`config.mk`:
```
export PLATFORM = sky130hd
export DESIGN_NAME = window_min_max_average_flat
export DESIGN_NICKNAME = d
export VERILOG_FILES = /design/src/sv/wmma_pkg.sv /design/src/sv/wmma_in_if.sv /design/src/sv/wmma_out_if.sv /design/src/sv/wmma_ram.sv /design/src/sv/wmma_div.sv /design/src/sv/window_min_max_average.sv /design/src/flat_wrapper.sv
export SDC_FILE = /design/constraint.sdc
export NUM_CORES = 2
export LEC_CHECK = 0
export BUFFER_PORTS_ARGS = -buffer_cell sky130_fd_sc_hd__buf_2
export CAP_MARGIN = 40
export CORE_AREA = 2 2 398 400
export CTS_CLUSTER_DIAMETER = 100
export DETAILED_ROUTE_END_ITERATION = 10
export DIE_AREA = 0 0 400 402
export PLACE_DENSITY = 0.79
export SKIP_LAST_GASP = 1
export SLEW_MARGIN = 20
export SYNTH_ARGS = -nofsm -noshare
export SYNTH_HDL_FRONTEND = slang
export SYNTH_SLANG_ARGS = --single-unit
```
`constraint.sdc`:
```
create_clock -name clk -period 12.8 [get_ports clk]
set_input_delay 1.92 -clock clk [delete_from_list [all_inputs] [get_ports clk]]
set_output_delay 1.92 -clock clk [all_outputs]
set_load 0.03 [all_outputs]
```
`src/sv/wmma_pkg.sv`:
```
// Shared widths and constants for the window min/max/average block.
`default_nettype none

package wmma_pkg;

  localparam int unsigned DATA_W           = 32;
  localparam int unsigned STAT_W           = 31;
  localparam int unsigned COUNT_OUT_W      = 7;
  localparam int unsigned COUNT_OUT_MAX    = 127;
  localparam int unsigned WINDOW_DEPTH_DEF = 64;
  localparam int unsigned DIV_STEPS        = 32;

endpackage

`default_nettype wire

```
`src/sv/wmma_in_if.sv`:
```
// Input channel interface: frame index and timing sample word.
`default_nettype none

interface wmma_in_if;
  logic                                     valid;
  logic                                     ready;
  logic        [wmma_pkg::DATA_W-1:0]       frame_index;
  logic signed [wmma_pkg::DATA_W-1:0]       sample_value;

  modport source (output valid, output frame_index, output sample_value, input ready);
  modport sink   (input valid, input frame_index, input sample_value, output ready);
endinterface

`default_nettype wire

```
`src/sv/wmma_out_if.sv`:
```
// Result channel interface: latest sample and window statistics word.
`default_nettype none

interface wmma_out_if;
  logic                                     valid;
  logic                                     ready;
  logic signed [wmma_pkg::DATA_W-1:0]       latest_value;
  logic        [wmma_pkg::COUNT_OUT_W-1:0]  valid_count;
  logic        [wmma_pkg::STAT_W-1:0]       window_minimum;
  logic        [wmma_pkg::STAT_W-1:0]       window_maximum;
  logic        [wmma_pkg::STAT_W-1:0]       window_average;

  modport source (output valid, output latest_value, output valid_count,
                  output window_minimum, output window_maximum,
                  output window_average, input ready);
  modport sink   (input valid, input latest_value, input valid_count,
                  input window_minimum, input window_maximum,
                  input window_average, output ready);
endinterface

`default_nettype wire

```
`src/sv/wmma_ram.sv`:
```
// Generic simple dual-port RAM with registered read data.
`default_nettype none

module wmma_ram #(
  parameter int unsigned WIDTH = wmma_pkg::DATA_W,
  parameter int unsigned DEPTH = wmma_pkg::WINDOW_DEPTH_DEF
) (
  input  wire logic                     clk,
  input  wire logic                     we,
  input  wire logic [$clog2(DEPTH)-1:0] waddr,
  input  wire logic [WIDTH-1:0]         wdata,
  input  wire logic [$clog2(DEPTH)-1:0] raddr,
  output logic      [WIDTH-1:0]         rdata
);

  logic [WIDTH-1:0] mem [DEPTH];

  always_ff @(posedge clk) begin
    if (we) begin
      mem[waddr] <= wdata;
    end
    rdata <= mem[raddr];
  end

endmodule

`default_nettype wire

```
`src/sv/wmma_div.sv`:
```
// Radix-2 restoring divider, one quotient bit per cycle, used for the window mean.
`default_nettype none

module wmma_div #(
  parameter int unsigned DIVISOR_W = 7
) (
  input  wire logic                          clk,
  input  wire logic                          rst_n,
  input  wire logic                          start,
  input  wire logic [DIVISOR_W-1:0]          rem_init,
  input  wire logic [wmma_pkg::DATA_W-1:0]   dividend,
  input  wire logic [DIVISOR_W-1:0]          divisor,
  output logic                               done,
  output logic      [wmma_pkg::DATA_W-1:0]   quotient
);

  localparam int unsigned STEP_W = $clog2(wmma_pkg::DIV_STEPS);

  logic                          busy_r;
  logic                          done_r;
  logic [STEP_W-1:0]             step_r;
  logic [DIVISOR_W-1:0]          rem_r;
  logic [DIVISOR_W-1:0]          div_r;
  logic [wmma_pkg::DATA_W-1:0]   quo_r;

  logic [DIVISOR_W:0]            shifted;
  logic [DIVISOR_W:0]            diff;
  logic                          fits;

  // The partial remainder stays below the divisor, so one extra bit holds the shift.
  assign shifted = {rem_r, quo_r[wmma_pkg::DATA_W-1]};
  assign diff    = shifted - {1'b0, div_r};
  assign fits    = shifted >= {1'b0, div_r};

  always_ff @(posedge clk) begin
    if (!rst_n) begin
      busy_r <= 1'b0;
      done_r <= 1'b0;
      step_r <= '0;
    end else begin
      done_r <= 1'b0;
      if (start) begin
        busy_r <= 1'b1;
        step_r <= '0;
        rem_r  <= rem_init;
        div_r  <= divisor;
        quo_r  <= dividend;
      end else if (busy_r) begin
        rem_r  <= fits ? diff[DIVISOR_W-1:0] : shifted[DIVISOR_W-1:0];
        quo_r  <= {quo_r[wmma_pkg::DATA_W-2:0], fits};
        step_r <= step_r + 1'b1;
        if (step_r == STEP_W'(wmma_pkg::DIV_STEPS - 1)) begin
          busy_r <= 1'b0;
          done_r <= 1'b1;
        end
      end
    end
  end

  assign done     = done_r;
  assign quotient = quo_r;

  a_rem_below_divisor: assert property (@(posedge clk) disable iff (!rst_n)
    done_r |-> (rem_r < div_r))
    else $error("divider remainder not below divisor");

  a_no_start_while_busy: assert property (@(posedge clk) disable iff (!rst_n)
    busy_r |-> !start)
    else $error("divider restarted while busy");

  a_done_after_busy: assert property (@(posedge clk) disable iff (!rst_n)
    done_r |-> $past(busy_r))
    else $error("divider done without a running division");

endmodule

`default_nettype wire

```
`src/sv/window_min_max_average.sv`:
```
// Top level: sliding-window minimum, maximum and mean over timing samples.
`default_nettype none

// Each input word writes its sample into a WINDOW_DEPTH-entry window at slot
// frame_index mod WINDOW_DEPTH, then the whole window is scanned and every entry
// above zero counts toward the minimum, maximum and truncated mean. After reset
// the window RAM is zeroed one entry per cycle, and the input stays not ready until
// every entry is cleared. No new word is accepted until the last one's result is
// in the output register. The slot comes from a constant reciprocal multiply and
// is then written, the scan reads one window entry per cycle through the RAM's
// single read port, and the serial divider forms the mean, a step skipped when no
// entry is above zero. A finished result waits in the output register while the
// next word is accepted; the block stalls only when that register is still full
// as the next result is ready.
module window_min_max_average #(
  parameter int unsigned WINDOW_DEPTH = wmma_pkg::WINDOW_DEPTH_DEF
) (
  input  wire logic  clk,
  input  wire logic  rst_n,
  wmma_in_if.sink    in_chan,
  wmma_out_if.source out_chan
);

  localparam int unsigned DW     = wmma_pkg::DATA_W;
  localparam int unsigned SW     = wmma_pkg::STAT_W;
  localparam int unsigned ADDR_W = $clog2(WINDOW_DEPTH);
  localparam int unsigned CNT_W  = $clog2(WINDOW_DEPTH + 1);
  localparam int unsigned SUM_W  = SW + CNT_W;
  localparam int unsigned SAT_W  = (CNT_W > wmma_pkg::COUNT_OUT_W) ? CNT_W
                                                                    : wmma_pkg::COUNT_OUT_W;
  // Rounded-up reciprocal of the depth: (frame * RECIP) >> SHIFT is the exact
  // quotient for every 32-bit frame index.
  localparam int unsigned RECIP_W    = DW + 1;
  localparam int unsigned SHIFT      = DW + ADDR_W;
  localparam logic [63:0] RECIP_FULL = ((64'd1 << SHIFT) + 64'(WINDOW_DEPTH) - 64'd1)
                                       / 64'(WINDOW_DEPTH);
  localparam logic [RECIP_W-1:0] RECIP = RECIP_FULL[RECIP_W-1:0];

  typedef enum logic [2:0] {
    ST_CLEAR,
    ST_IDLE,
    ST_MOD,
    ST_WRITE,
    ST_SCAN,
    ST_DIV_GO,
    ST_DIV,
    ST_HOLD
  } state_t;

  state_t                 state_r;
  logic [CNT_W-1:0]       cnt_r;
  logic                   rd_vld_r;
  logic                   rd_last_r;
  logic [ADDR_W-1:0]      frame_lo_r;
  logic [ADDR_W-1:0]      mod_quo_r;
  logic [ADDR_W-1:0]      slot_r;
  logic [DW-1:0]          sample_r;
  logic [CNT_W-1:0]       acc_cnt_r;
  logic [SUM_W-1:0]       sum_r;
  logic [SW-1:0]          min_r;
  logic [SW-1:0]          max_r;
  logic [SW-1:0]          mean_r;

  logic                   out_valid_r;
  logic [DW-1:0]          out_latest_r;
  logic [wmma_pkg::COUNT_OUT_W-1:0] out_count_r;
  logic [SW-1:0]          out_min_r;
  logic [SW-1:0]          out_max_r;
  logic [SW-1:0]          out_avg_r;

  logic                   ram_we;
  logic [ADDR_W-1:0]      ram_waddr;
  logic [DW-1:0]          ram_wdata;
  logic [DW-1:0]          ram_rdata;

  logic                   div_start;
  logic [CNT_W-1:0]       div_rem_init;
  logic [DW-1:0]          div_dividend;
  logic [CNT_W-1:0]       div_divisor;
  logic                   div_done;
  logic [DW-1:0]          div_quo;

  logic                   in_acc;
  logic                   out_load;
  logic [DW+RECIP_W-1:0]  mod_prod;
  logic [ADDR_W-1:0]      slot_calc;
  logic                   entry_pos;
  logic [SW-1:0]          entry_val;
  logic [SAT_W-1:0]       count_ext;
  logic [wmma_pkg::COUNT_OUT_W-1:0] count_sat;

  assign in_chan.ready = (state_r == ST_IDLE);
  assign in_acc        = in_chan.valid && (state_r == ST_IDLE);
  assign out_load      = (state_r == ST_HOLD) && (!out_valid_r || out_chan.ready);

  // Only the low quotient bits matter, since the remainder fits in the slot width.
  assign mod_prod  = (DW+RECIP_W)'(in_chan.frame_index) * (DW+RECIP_W)'(RECIP);
  assign slot_calc = frame_lo_r - mod_quo_r * ADDR_W'(WINDOW_DEPTH);

  assign entry_pos = !ram_rdata[DW-1] && (ram_rdata[SW-1:0] != '0);
  assign entry_val = ram_rdata[SW-1:0];

  assign count_ext = SAT_W'(acc_cnt_r);
  assign count_sat = (count_ext > SAT_W'(wmma_pkg::COUNT_OUT_MAX))
                   ? wmma_pkg::COUNT_OUT_W'(wmma_pkg::COUNT_OUT_MAX)
                   : count_ext[wmma_pkg::COUNT_OUT_W-1:0];

  always_comb begin
    ram_we    = (state_r == ST_CLEAR) || (state_r == ST_WRITE);
    ram_waddr = (state_r == ST_CLEAR) ? cnt_r[ADDR_W-1:0] : slot_r;
    ram_wdata = (state_r == ST_CLEAR) ? '0 : sample_r;
  end

  // The sum's high part is already below the count, so 32 steps suffice for the mean.
  always_comb begin
    div_start    = (state_r == ST_DIV_GO) && (acc_cnt_r != '0);
    div_rem_init = {1'b0, sum_r[SUM_W-1:DW]};
    div_dividend = sum_r[DW-1:0];
    div_divisor  = acc_cnt_r;
  end

  wmma_ram #(
    .WIDTH (DW),
    .DEPTH (WINDOW_DEPTH)
  ) u_window (
    .clk   (clk),
    .we    (ram_we),
    .waddr (ram_waddr),
    .wdata (ram_wdata),
    .raddr (cnt_r[ADDR_W-1:0]),
    .rdata (ram_rdata)
  );

  wmma_div #(
    .DIVISOR_W (CNT_W)
  ) u_div (
    .clk       (clk),
    .rst_n     (rst_n),
    .start     (div_start),
    .rem_init  (div_rem_init),
    .dividend  (div_dividend),
    .divisor   (div_divisor),
    .done      (div_done),
    .quotient  (div_quo)
  );

  always_ff @(posedge clk) begin
    if (!rst_n) begin
      state_r     <= ST_CLEAR;
      cnt_r       <= '0;
      rd_vld_r    <= 1'b0;
      rd_last_r   <= 1'b0;
      acc_cnt_r   <= '0;
      out_valid_r <= 1'b0;
    end else begin
      if (out_load) begin
        out_valid_r <= 1'b1;
      end else if (out_chan.ready) begin
        out_valid_r <= 1'b0;
      end
      case (state_r)
        ST_CLEAR: begin
          if (cnt_r == CNT_W'(WINDOW_DEPTH - 1)) begin
            cnt_r   <= '0;
            state_r <= ST_IDLE;
          end else begin
            cnt_r <= cnt_r + 1'b1;
          end
        end
        ST_IDLE: begin
          if (in_acc) begin
            sample_r   <= in_chan.sample_value;
            frame_lo_r <= in_chan.frame_index[ADDR_W-1:0];
            mod_quo_r  <= mod_prod[SHIFT +: ADDR_W];
            state_r    <= ST_MOD;
          end
        end
        ST_MOD: begin
          slot_r  <= slot_calc;
          state_r <= ST_WRITE;
        end
        ST_WRITE: begin
          cnt_r     <= '0;
          acc_cnt_r <= '0;
          sum_r     <= '0;
          min_r     <= '0;
          max_r     <= '0;
          state_r   <= ST_SCAN;
        end
        ST_SCAN: begin
          // Reads are issued one per cycle; the registered read data returns in the following cycle.
          if (cnt_r != CNT_W'(WINDOW_DEPTH)) begin
            cnt_r     <= cnt_r + 1'b1;
            rd_vld_r  <= 1'b1;
            rd_last_r <= (cnt_r == CNT_W'(WINDOW_DEPTH - 1));
          end else begin
            rd_vld_r  <= 1'b0;
            rd_last_r <= 1'b0;
          end
          if (rd_vld_r && entry_pos) begin
            acc_cnt_r <= acc_cnt_r + 1'b1;
            sum_r     <= sum_r + SUM_W'(entry_val);
            if ((acc_cnt_r == '0) || (entry_val < min_r)) begin
              min_r <= entry_val;
            end
            if (entry_val > max_r) begin
              max_r <= entry_val;
            end
          end
          if (rd_vld_r && rd_last_r) begin
            state_r <= ST_DIV_GO;
          end
        end
        ST_DIV_GO: begin
          if (acc_cnt_r == '0) begin
            mean_r  <= '0;
            state_r <= ST_HOLD;
          end else begin
            state_r <= ST_DIV;
          end
        end
        ST_DIV: begin
          if (div_done) begin
            mean_r  <= div_quo[SW-1:0];
            state_r <= ST_HOLD;
          end
        end
        ST_HOLD: begin
          if (out_load) begin
            out_latest_r <= sample_r;
            out_count_r  <= count_sat;
            out_min_r    <= (acc_cnt_r == '0) ? '0 : min_r;
            out_max_r    <= max_r;
            out_avg_r    <= mean_r;
            state_r      <= ST_IDLE;
          end
        end
        default: begin
          state_r <= ST_IDLE;
        end
      endcase
    end
  end

  assign out_chan.valid          = out_valid_r;
  assign out_chan.latest_value   = out_latest_r;
  assign out_chan.valid_count    = out_count_r;
  assign out_chan.window_minimum = out_min_r;
  assign out_chan.window_maximum = out_max_r;
  assign out_chan.window_average = out_avg_r;

  a_count_in_range: assert property (@(posedge clk) disable iff (!rst_n)
    acc_cnt_r <= CNT_W'(WINDOW_DEPTH))
    else $error("positive entry count exceeds window depth");

  a_min_not_above_max: assert property (@(posedge clk) disable iff (!rst_n)
    (state_r == ST_DIV_GO && acc_cnt_r != '0) |-> (min_r <= max_r))
    else $error("window minimum above maximum");

  a_mean_between: assert property (@(posedge clk) disable iff (!rst_n)
    (state_r == ST_HOLD && acc_cnt_r != '0) |-> (mean_r >= min_r && mean_r <= max_r))
    else $error("window mean outside minimum and maximum");

  a_div_done_expected: assert property (@(posedge clk) disable iff (!rst_n)
    div_done |-> (state_r == ST_DIV))
    else $error("divider finished outside the division state");

endmodule

`default_nettype wire

```
`src/flat_wrapper.sv`:
```
// flat-port wrapper written by rule: the top's interface ports become plain ports
module window_min_max_average_flat 
#(
  parameter int unsigned WINDOW_DEPTH = wmma_pkg::WINDOW_DEPTH_DEF
)
  (clk, rst_n, in_chan_valid, in_chan_frame_index, in_chan_sample_value, in_chan_ready, out_chan_valid, out_chan_latest_value, out_chan_valid_count, out_chan_window_minimum, out_chan_window_maximum, out_chan_window_average, out_chan_ready);
  wmma_in_if in_chan_i ();
  wmma_out_if out_chan_i ();
  input  wire logic clk;
  input  wire logic rst_n;
  input wire logic [$bits(in_chan_i.valid)-1:0] in_chan_valid;
  input wire logic [$bits(in_chan_i.frame_index)-1:0] in_chan_frame_index;
  input wire logic [$bits(in_chan_i.sample_value)-1:0] in_chan_sample_value;
  output wire logic [$bits(in_chan_i.ready)-1:0] in_chan_ready;
  output wire logic [$bits(out_chan_i.valid)-1:0] out_chan_valid;
  output wire logic [$bits(out_chan_i.latest_value)-1:0] out_chan_latest_value;
  output wire logic [$bits(out_chan_i.valid_count)-1:0] out_chan_valid_count;
  output wire logic [$bits(out_chan_i.window_minimum)-1:0] out_chan_window_minimum;
  output wire logic [$bits(out_chan_i.window_maximum)-1:0] out_chan_window_maximum;
  output wire logic [$bits(out_chan_i.window_average)-1:0] out_chan_window_average;
  input wire logic [$bits(out_chan_i.ready)-1:0] out_chan_ready;
  assign in_chan_i.valid = in_chan_valid;
  assign in_chan_i.frame_index = in_chan_frame_index;
  assign in_chan_i.sample_value = in_chan_sample_value;
  assign in_chan_ready = in_chan_i.ready;
  assign out_chan_valid = out_chan_i.valid;
  assign out_chan_latest_value = out_chan_i.latest_value;
  assign out_chan_valid_count = out_chan_i.valid_count;
  assign out_chan_window_minimum = out_chan_i.window_minimum;
  assign out_chan_window_maximum = out_chan_i.window_maximum;
  assign out_chan_window_average = out_chan_i.window_average;
  assign out_chan_i.ready = out_chan_ready;
  window_min_max_average #(.WINDOW_DEPTH(WINDOW_DEPTH)) u_core (.clk(clk), .rst_n(rst_n), .in_chan(in_chan_i), .out_chan(out_chan_i));
endmodule
```
## After elaboration in Yosys (flattened, before gate mapping)

Memories as Yosys holds them, arrays and structs flattened. A register that Yosys moved wholly into a read port is not among the register bits.
Cells that the tools add are included.

- Register bits after elaboration: 380
- Memory bits (writable): 2048
- Output and inout port bits: 134
- Logic and storage cells: 131
- Memories kept: 1

- $add $sub $neg: 5
- $lt $le $gt $ge: 4
- Eq/ne operators: 20
- Multiplexer cells: 40
- Bitwise operators: 2
- Reduce and logical (&&, ||, !) cells: 34

Memories:

| name | depth | width | rd ports | clocked after memory_dff | write ports | RTL line | RTL |
|---|---|---|---|---|---|---|---|
| u_core.u_window.mem | 64 | 32 | 1 | 1 | 1 | wmma_ram.sv:16 | `logic [WIDTH-1:0] mem [DEPTH];` |

Operators with widths:

| kind | number |
|---|---|
| 31-bit 2-to-1 mux | 6 |
| 31-bit one-hot mux with 2 select lines | 3 |
| 32-bit 2-to-1 mux | 3 |
| 38-bit one-hot mux with 2 select lines | 1 |
| 38-bit by 31-bit adder with 38-bit output | 1 |
| 38-bit 2-to-1 mux | 1 |
| 7-bit 2-to-1 mux | 5 |
| 31-bit greater-than comparator | 1 |
| 31-bit less-than comparator | 1 |
| 31-bit nonzero test | 1 |
| 3-bit one-hot mux with 8 select lines | 1 |
| 7-bit one-hot mux with 3 select lines | 1 |
| 3-bit 2-to-1 mux | 5 |
| 7-bit by 1-bit adder with 7-bit output, second input constant | 2 |
| 2-bit by 1-bit != test with 1-bit output, second input constant | 7 |
| 7-bit one-hot mux with 2 select lines | 1 |
| 3-bit equality test, second input constant | 4 |
| 6-bit 2-to-1 mux | 2 |
| 4-bit AND reduction | 3 |
| 1-bit 2-to-1 mux | 11 |
| 2-bit AND reduction | 5 |
| 3-bit AND reduction | 3 |
| 8-bit by 7-bit >= comparator with 1-bit output | 1 |
| 2-bit nonzero test | 4 |
| other kinds (20) | 32 |

## Logic depth before layout (Yosys ltp)

- Word-level depth: 5
- Depth in mapped cells: 13
- Depth with buffers taken out: 10

## Modules after synthesis

A second synthesis with hierarchy kept.

- Cells, all modules: 4688
- Area, all modules: 96187.3 sq um

Modules (own cells, without submodules):

| module | times used | cells an instance | area each (sq um) |
|---|---|---|---|
| wmma_ram | 1 | 3324 | 78535.3 |
| window_min_max_average | 1 | 1166 | 15004.4 |
| wmma_div | 1 | 198 | 2647.5 |

## Worst setup path before layout

Ideal clock, no wire load.

- Path kind: input to register
- From: input port rst_n
- To: register u_core.out_latest_r[0], in the netlist u_core.out_chan.latest_value[0] (enable)
- Setup time: 785 ps
- Arrival time: 11208 ps
- Data required time: 12015 ps
- Setup slack: 807 ps
- Cell stages on the path: 3
- Cell sequence: clkbuf_1 nand2_1 nor3_1

- Word-level cells in the longest chain between the ends: 1

RTL lines:

| element | RTL line | RTL |
|---|---|---|
| start: declaration | flat_wrapper.sv:10 | `input wire logic rst_n;` |
| 3-bit AND reduction (no line) | -- |  |
| end signal: assignment | window_min_max_average.sv:230 | `out_latest_r <= sample_r;` |
| end: declaration | window_min_max_average.sv:65 | `logic [DW-1:0] out_latest_r;` |

No other way between the ends.
A chain may end at the register's enable or synchronous reset.

==> flow_metrics.env <==
export IMPL_synth_seq_cells=2460
export IMPL_yosys_area_top_type="edfxtp_1"
export IMPL_layout_commonest_cell="edfxtp_1"
export IMPL_drv_slew=0
export IMPL_core_area_um2=157100
export IMPL_start_util_pct=61.37
export IMPL_die_y_um=402
export IMPL_gp_congestion=0.9023
export IMPL_max_freq_mhz=205.8
export IMPL_power_density_nw_per_um2=150.8
export IMPL_rows=146
export IMPL_start_kind="register"
export IMPL_cp_common_cell="buf_4"
export IMPL_grt_pass1_vias=51760
export IMPL_r2r_cells=8
export IMPL_hold_viol=0
export IMPL_io_buffers=175
export IMPL_synth_main_ff_cell="edfxtp_1"
export IMPL_cts_root_buf="clkbuf_16"
export IMPL_syn_inst=4645
export IMPL_leakage_nw=37.08
export IMPL_maxSlewHeadroom_pct=38.75
export IMPL_dp_slack_ns=7.982
export IMPL_drive_gt1_share_pct=27.62
export IMPL_r2r_start="u_core.cnt_r[1]"
export IMPL_yosysUniqueCellTypes=63
export IMPL_rsz0062_at_grt="false"
export IMPL_place_hpwl_um=136300
export IMPL_area_growth_pct=13.03
export IMPL_hold_buffers=0
export IMPL_firstDrtPassIters=7
export IMPL_worst_pin_slew_ns=0.9165
export IMPL_path_class="register to register"
export IMPL_setup_viol=0
export IMPL_io_pins=202
export IMPL_tns_ns=0
export IMPL_synth_fp_nets=4820
export IMPL_grt_usage_pct=32.75
export IMPL_insertion_delay_ns=0.91
export IMPL_yosysTopAreaCellShare_pct=74.79
export IMPL_startpoint="u_core.cnt_r[1]"
export IMPL_worst_r2r_endpoint="u_core.u_window.rdata[8]"
export IMPL_postRouteAntennaNets=0
export IMPL_setup_slack_ns=7.940
export IMPL_maxCapViolCount=0
export IMPL_synth_area_leaders="edfxtp_1 (75%), mux4_2 (15%), ha_1 (1.4%)"
export IMPL_worstPathCellList="buf_4 > buf_4 > buf_4 > mux4_2 > nand2_1 > a41o_1 > a222oi_1 > o21a_1"
export IMPL_finalNetCount=5165
export IMPL_cp_max_fo=53
export IMPL_syn_area_per_cell_um2=20.75
export IMPL_critPathMaxStageDelay_ns=0.80
export IMPL_worstSetupPathDepth=8
export IMPL_async_reset_ff_share_pct=0
export IMPL_cp_data_required_time_ns=13.58
export IMPL_ctsResizeCount=0
export IMPL_cp_top_family="buffers and inverters"
export IMPL_clock_skew_ns=0.07783
export IMPL_h_tree_depth=4
export IMPL_dieArea_um2=160800
export IMPL_viasPerCell=6.983
export IMPL_hold_path_class="register to register"
export IMPL_post_cts_buffers=0
export IMPL_slowest_stage="a222oi_1"
export IMPL_clk_pin_slew_ns=0.06
export IMPL_drt_total_wl_um=260300
export IMPL_routedWlPerCell_um=35.81
export IMPL_grt_max_degree=127
export IMPL_num_vias=50750
export IMPL_vdd_ir_drop_worst_uv=157.7
export IMPL_syn_area_um2=96410
export IMPL_layout_common_cells="edfxtp_1 (2401), mux4_2 (622), nand2_1 (242)"
export IMPL_fin_crit_sh_pct=37.97
export IMPL_cts_tree="done"
export IMPL_drt_iter0_drc=7554
export IMPL_dieWidth_um=400
export IMPL_grt_overflow=0
export IMPL_synth_edff_count=2401
export IMPL_grt_pass1_wl_um=368500
export IMPL_crit_path_end_kind="register"
export IMPL_reg2reg_slack_ns=7.94
export IMPL_clockBufferDepth=3
export IMPL_status="finished clean"
export IMPL_cp_num_buf_inv=3
export IMPL_drcViolationCount=0
export IMPL_numCtsBuffers=230
export IMPL_cp_arrival_ns=5.64
export IMPL_crit_end="u_core.u_window.rdata[8]"
export IMPL_min_period_ns=4.860
export IMPL_antenna_found_initial=11
export IMPL_ys_warn_count=0
export IMPL_yosysSeqAreaShare_pct=76.01
export IMPL_cts_sinks=2460
-- worst min path at each step --
stage                            from                                  to  slack [ns]  depth (start not counted)
floorplan            u_core.mean_r[0]   u_core.out_chan.window_average[0]        0.40                          0
global placement    u_core.mean_r[30]  u_core.out_chan.window_average[30]        0.40                          0
detailed placement  u_core.mean_r[15]  u_core.out_chan.window_average[15]        0.40                          0
CTS                  u_core.mean_r[7]   u_core.out_chan.window_average[7]        0.39                          0
global route         u_core.mean_r[7]   u_core.out_chan.window_average[7]        0.38                          0
finish               u_core.mean_r[7]   u_core.out_chan.window_average[7]        0.38                          0
-- registers in the layout (all words and copies together), names as in the netlist, 31 cells and up --
register / cells
u_core.max_r: 31
u_core.mean_r: 31
u_core.min_r: 31
u_core.out_chan.latest_value: 32
u_core.out_chan.window_average: 31
u_core.out_chan.window_maximum: 31
u_core.out_chan.window_minimum: 31
u_core.sample_r: 32
u_core.sum_r: 38
u_core.u_div.quotient: 32
u_core.u_window.mem: 2048
u_core.u_window.rdata: 32
-- layer usage --
layer,global-route usage (%),wire length (µm),vias to the layer above
met5,0.9080,261,-
met2,52.28,127200,4052
met3,8.702,30270,953
met1,40.68,84520,25970
li1,-,-,19770
met4,19.08,18010,10
-- synthesized netlist by cell type (18+ instances only) --
master	number
o21a_1	20
buf_1	20
and2_1	81
a21o_1	33
edfxtp_1	2401
mux4_2	622
a211oi_1	28
nor2_1	193
a21oi_1	93
and3_1	35
mux2i_1	47
dfxtp_1	59
buf_2	56
a31oi_1	20
nor2b_1	18
buf_4	30
nor3_1	32
ha_1	105
nand3_1	29
inv_1	95
nand2_1	242
nand4_1	35
o21ai_0	52
clkbuf_1	115
-- stage by stage --
stage          instance area (µm²)  cells  util, %  hold slack, ns  power [mW]
2_1_floorplan                96410   4645        -          0.4003       9.471
3_3_place_gp                100300   6774    63.84          0.4026       9.712
3_5_place_dp                101200   6818    64.39          0.4045       9.728
4_1_cts                     108800   7255    69.23          0.3906       16.47
5_1_grt                     109000   7268    69.36          0.3824       16.79
6_report                    109000   7268    69.36          0.3762       16.43
-- where the power goes --
group / switching, mW / total [mW] / internal, mW
registers: 0.109 / 8.86 / 8.76
clock network: 3.04 / 6.84 / 3.80
logic: 0.419 / 0.730 / 0.311
total: 3.57 / 16.4 / 12.9
-- logic make-up (layout without fill, tap and decap cells) --
logic type                 count (synthesis)  after routing  synth area share [%]
DFF                                     2460           2460                 76.01
and+or+nand+nor                          727            727                 3.556
muxes                                    675            675                 15.09
buffers and inverters                    327            877                 1.548
AOI/OAI and AO/OA                        319            319                 2.118
adders and majority gates                107            107                 1.404
xor gates and xnor gates                  30             30                0.2725
other                                      0              1                     0
-- cell type report --
class	instances	area [µm²]
Antenna cell	1	2.502
Clock buffer	294	6097
Clock inverter	143	1501
Fill cell	8983	48130
Inverter	95	356.6
Multi-Input combinational cell	1858	22230
Sequential cell	2460	73300
Tap cell	2072	2592
Timing Repair Buffer	345	2887
-- worst reg2reg max path, stage by stage, from the launching register on --
cell,delay (ns)
dfxtp_4,0.75
buf_4,0.62
buf_4,0.79
buf_4,0.76
mux4_2,0.38
nand2_1,0.10
a41o_1,0.32
a222oi_1,0.80
o21a_1,0.23
Note: power is estimated with default switching activity, not from simulation.
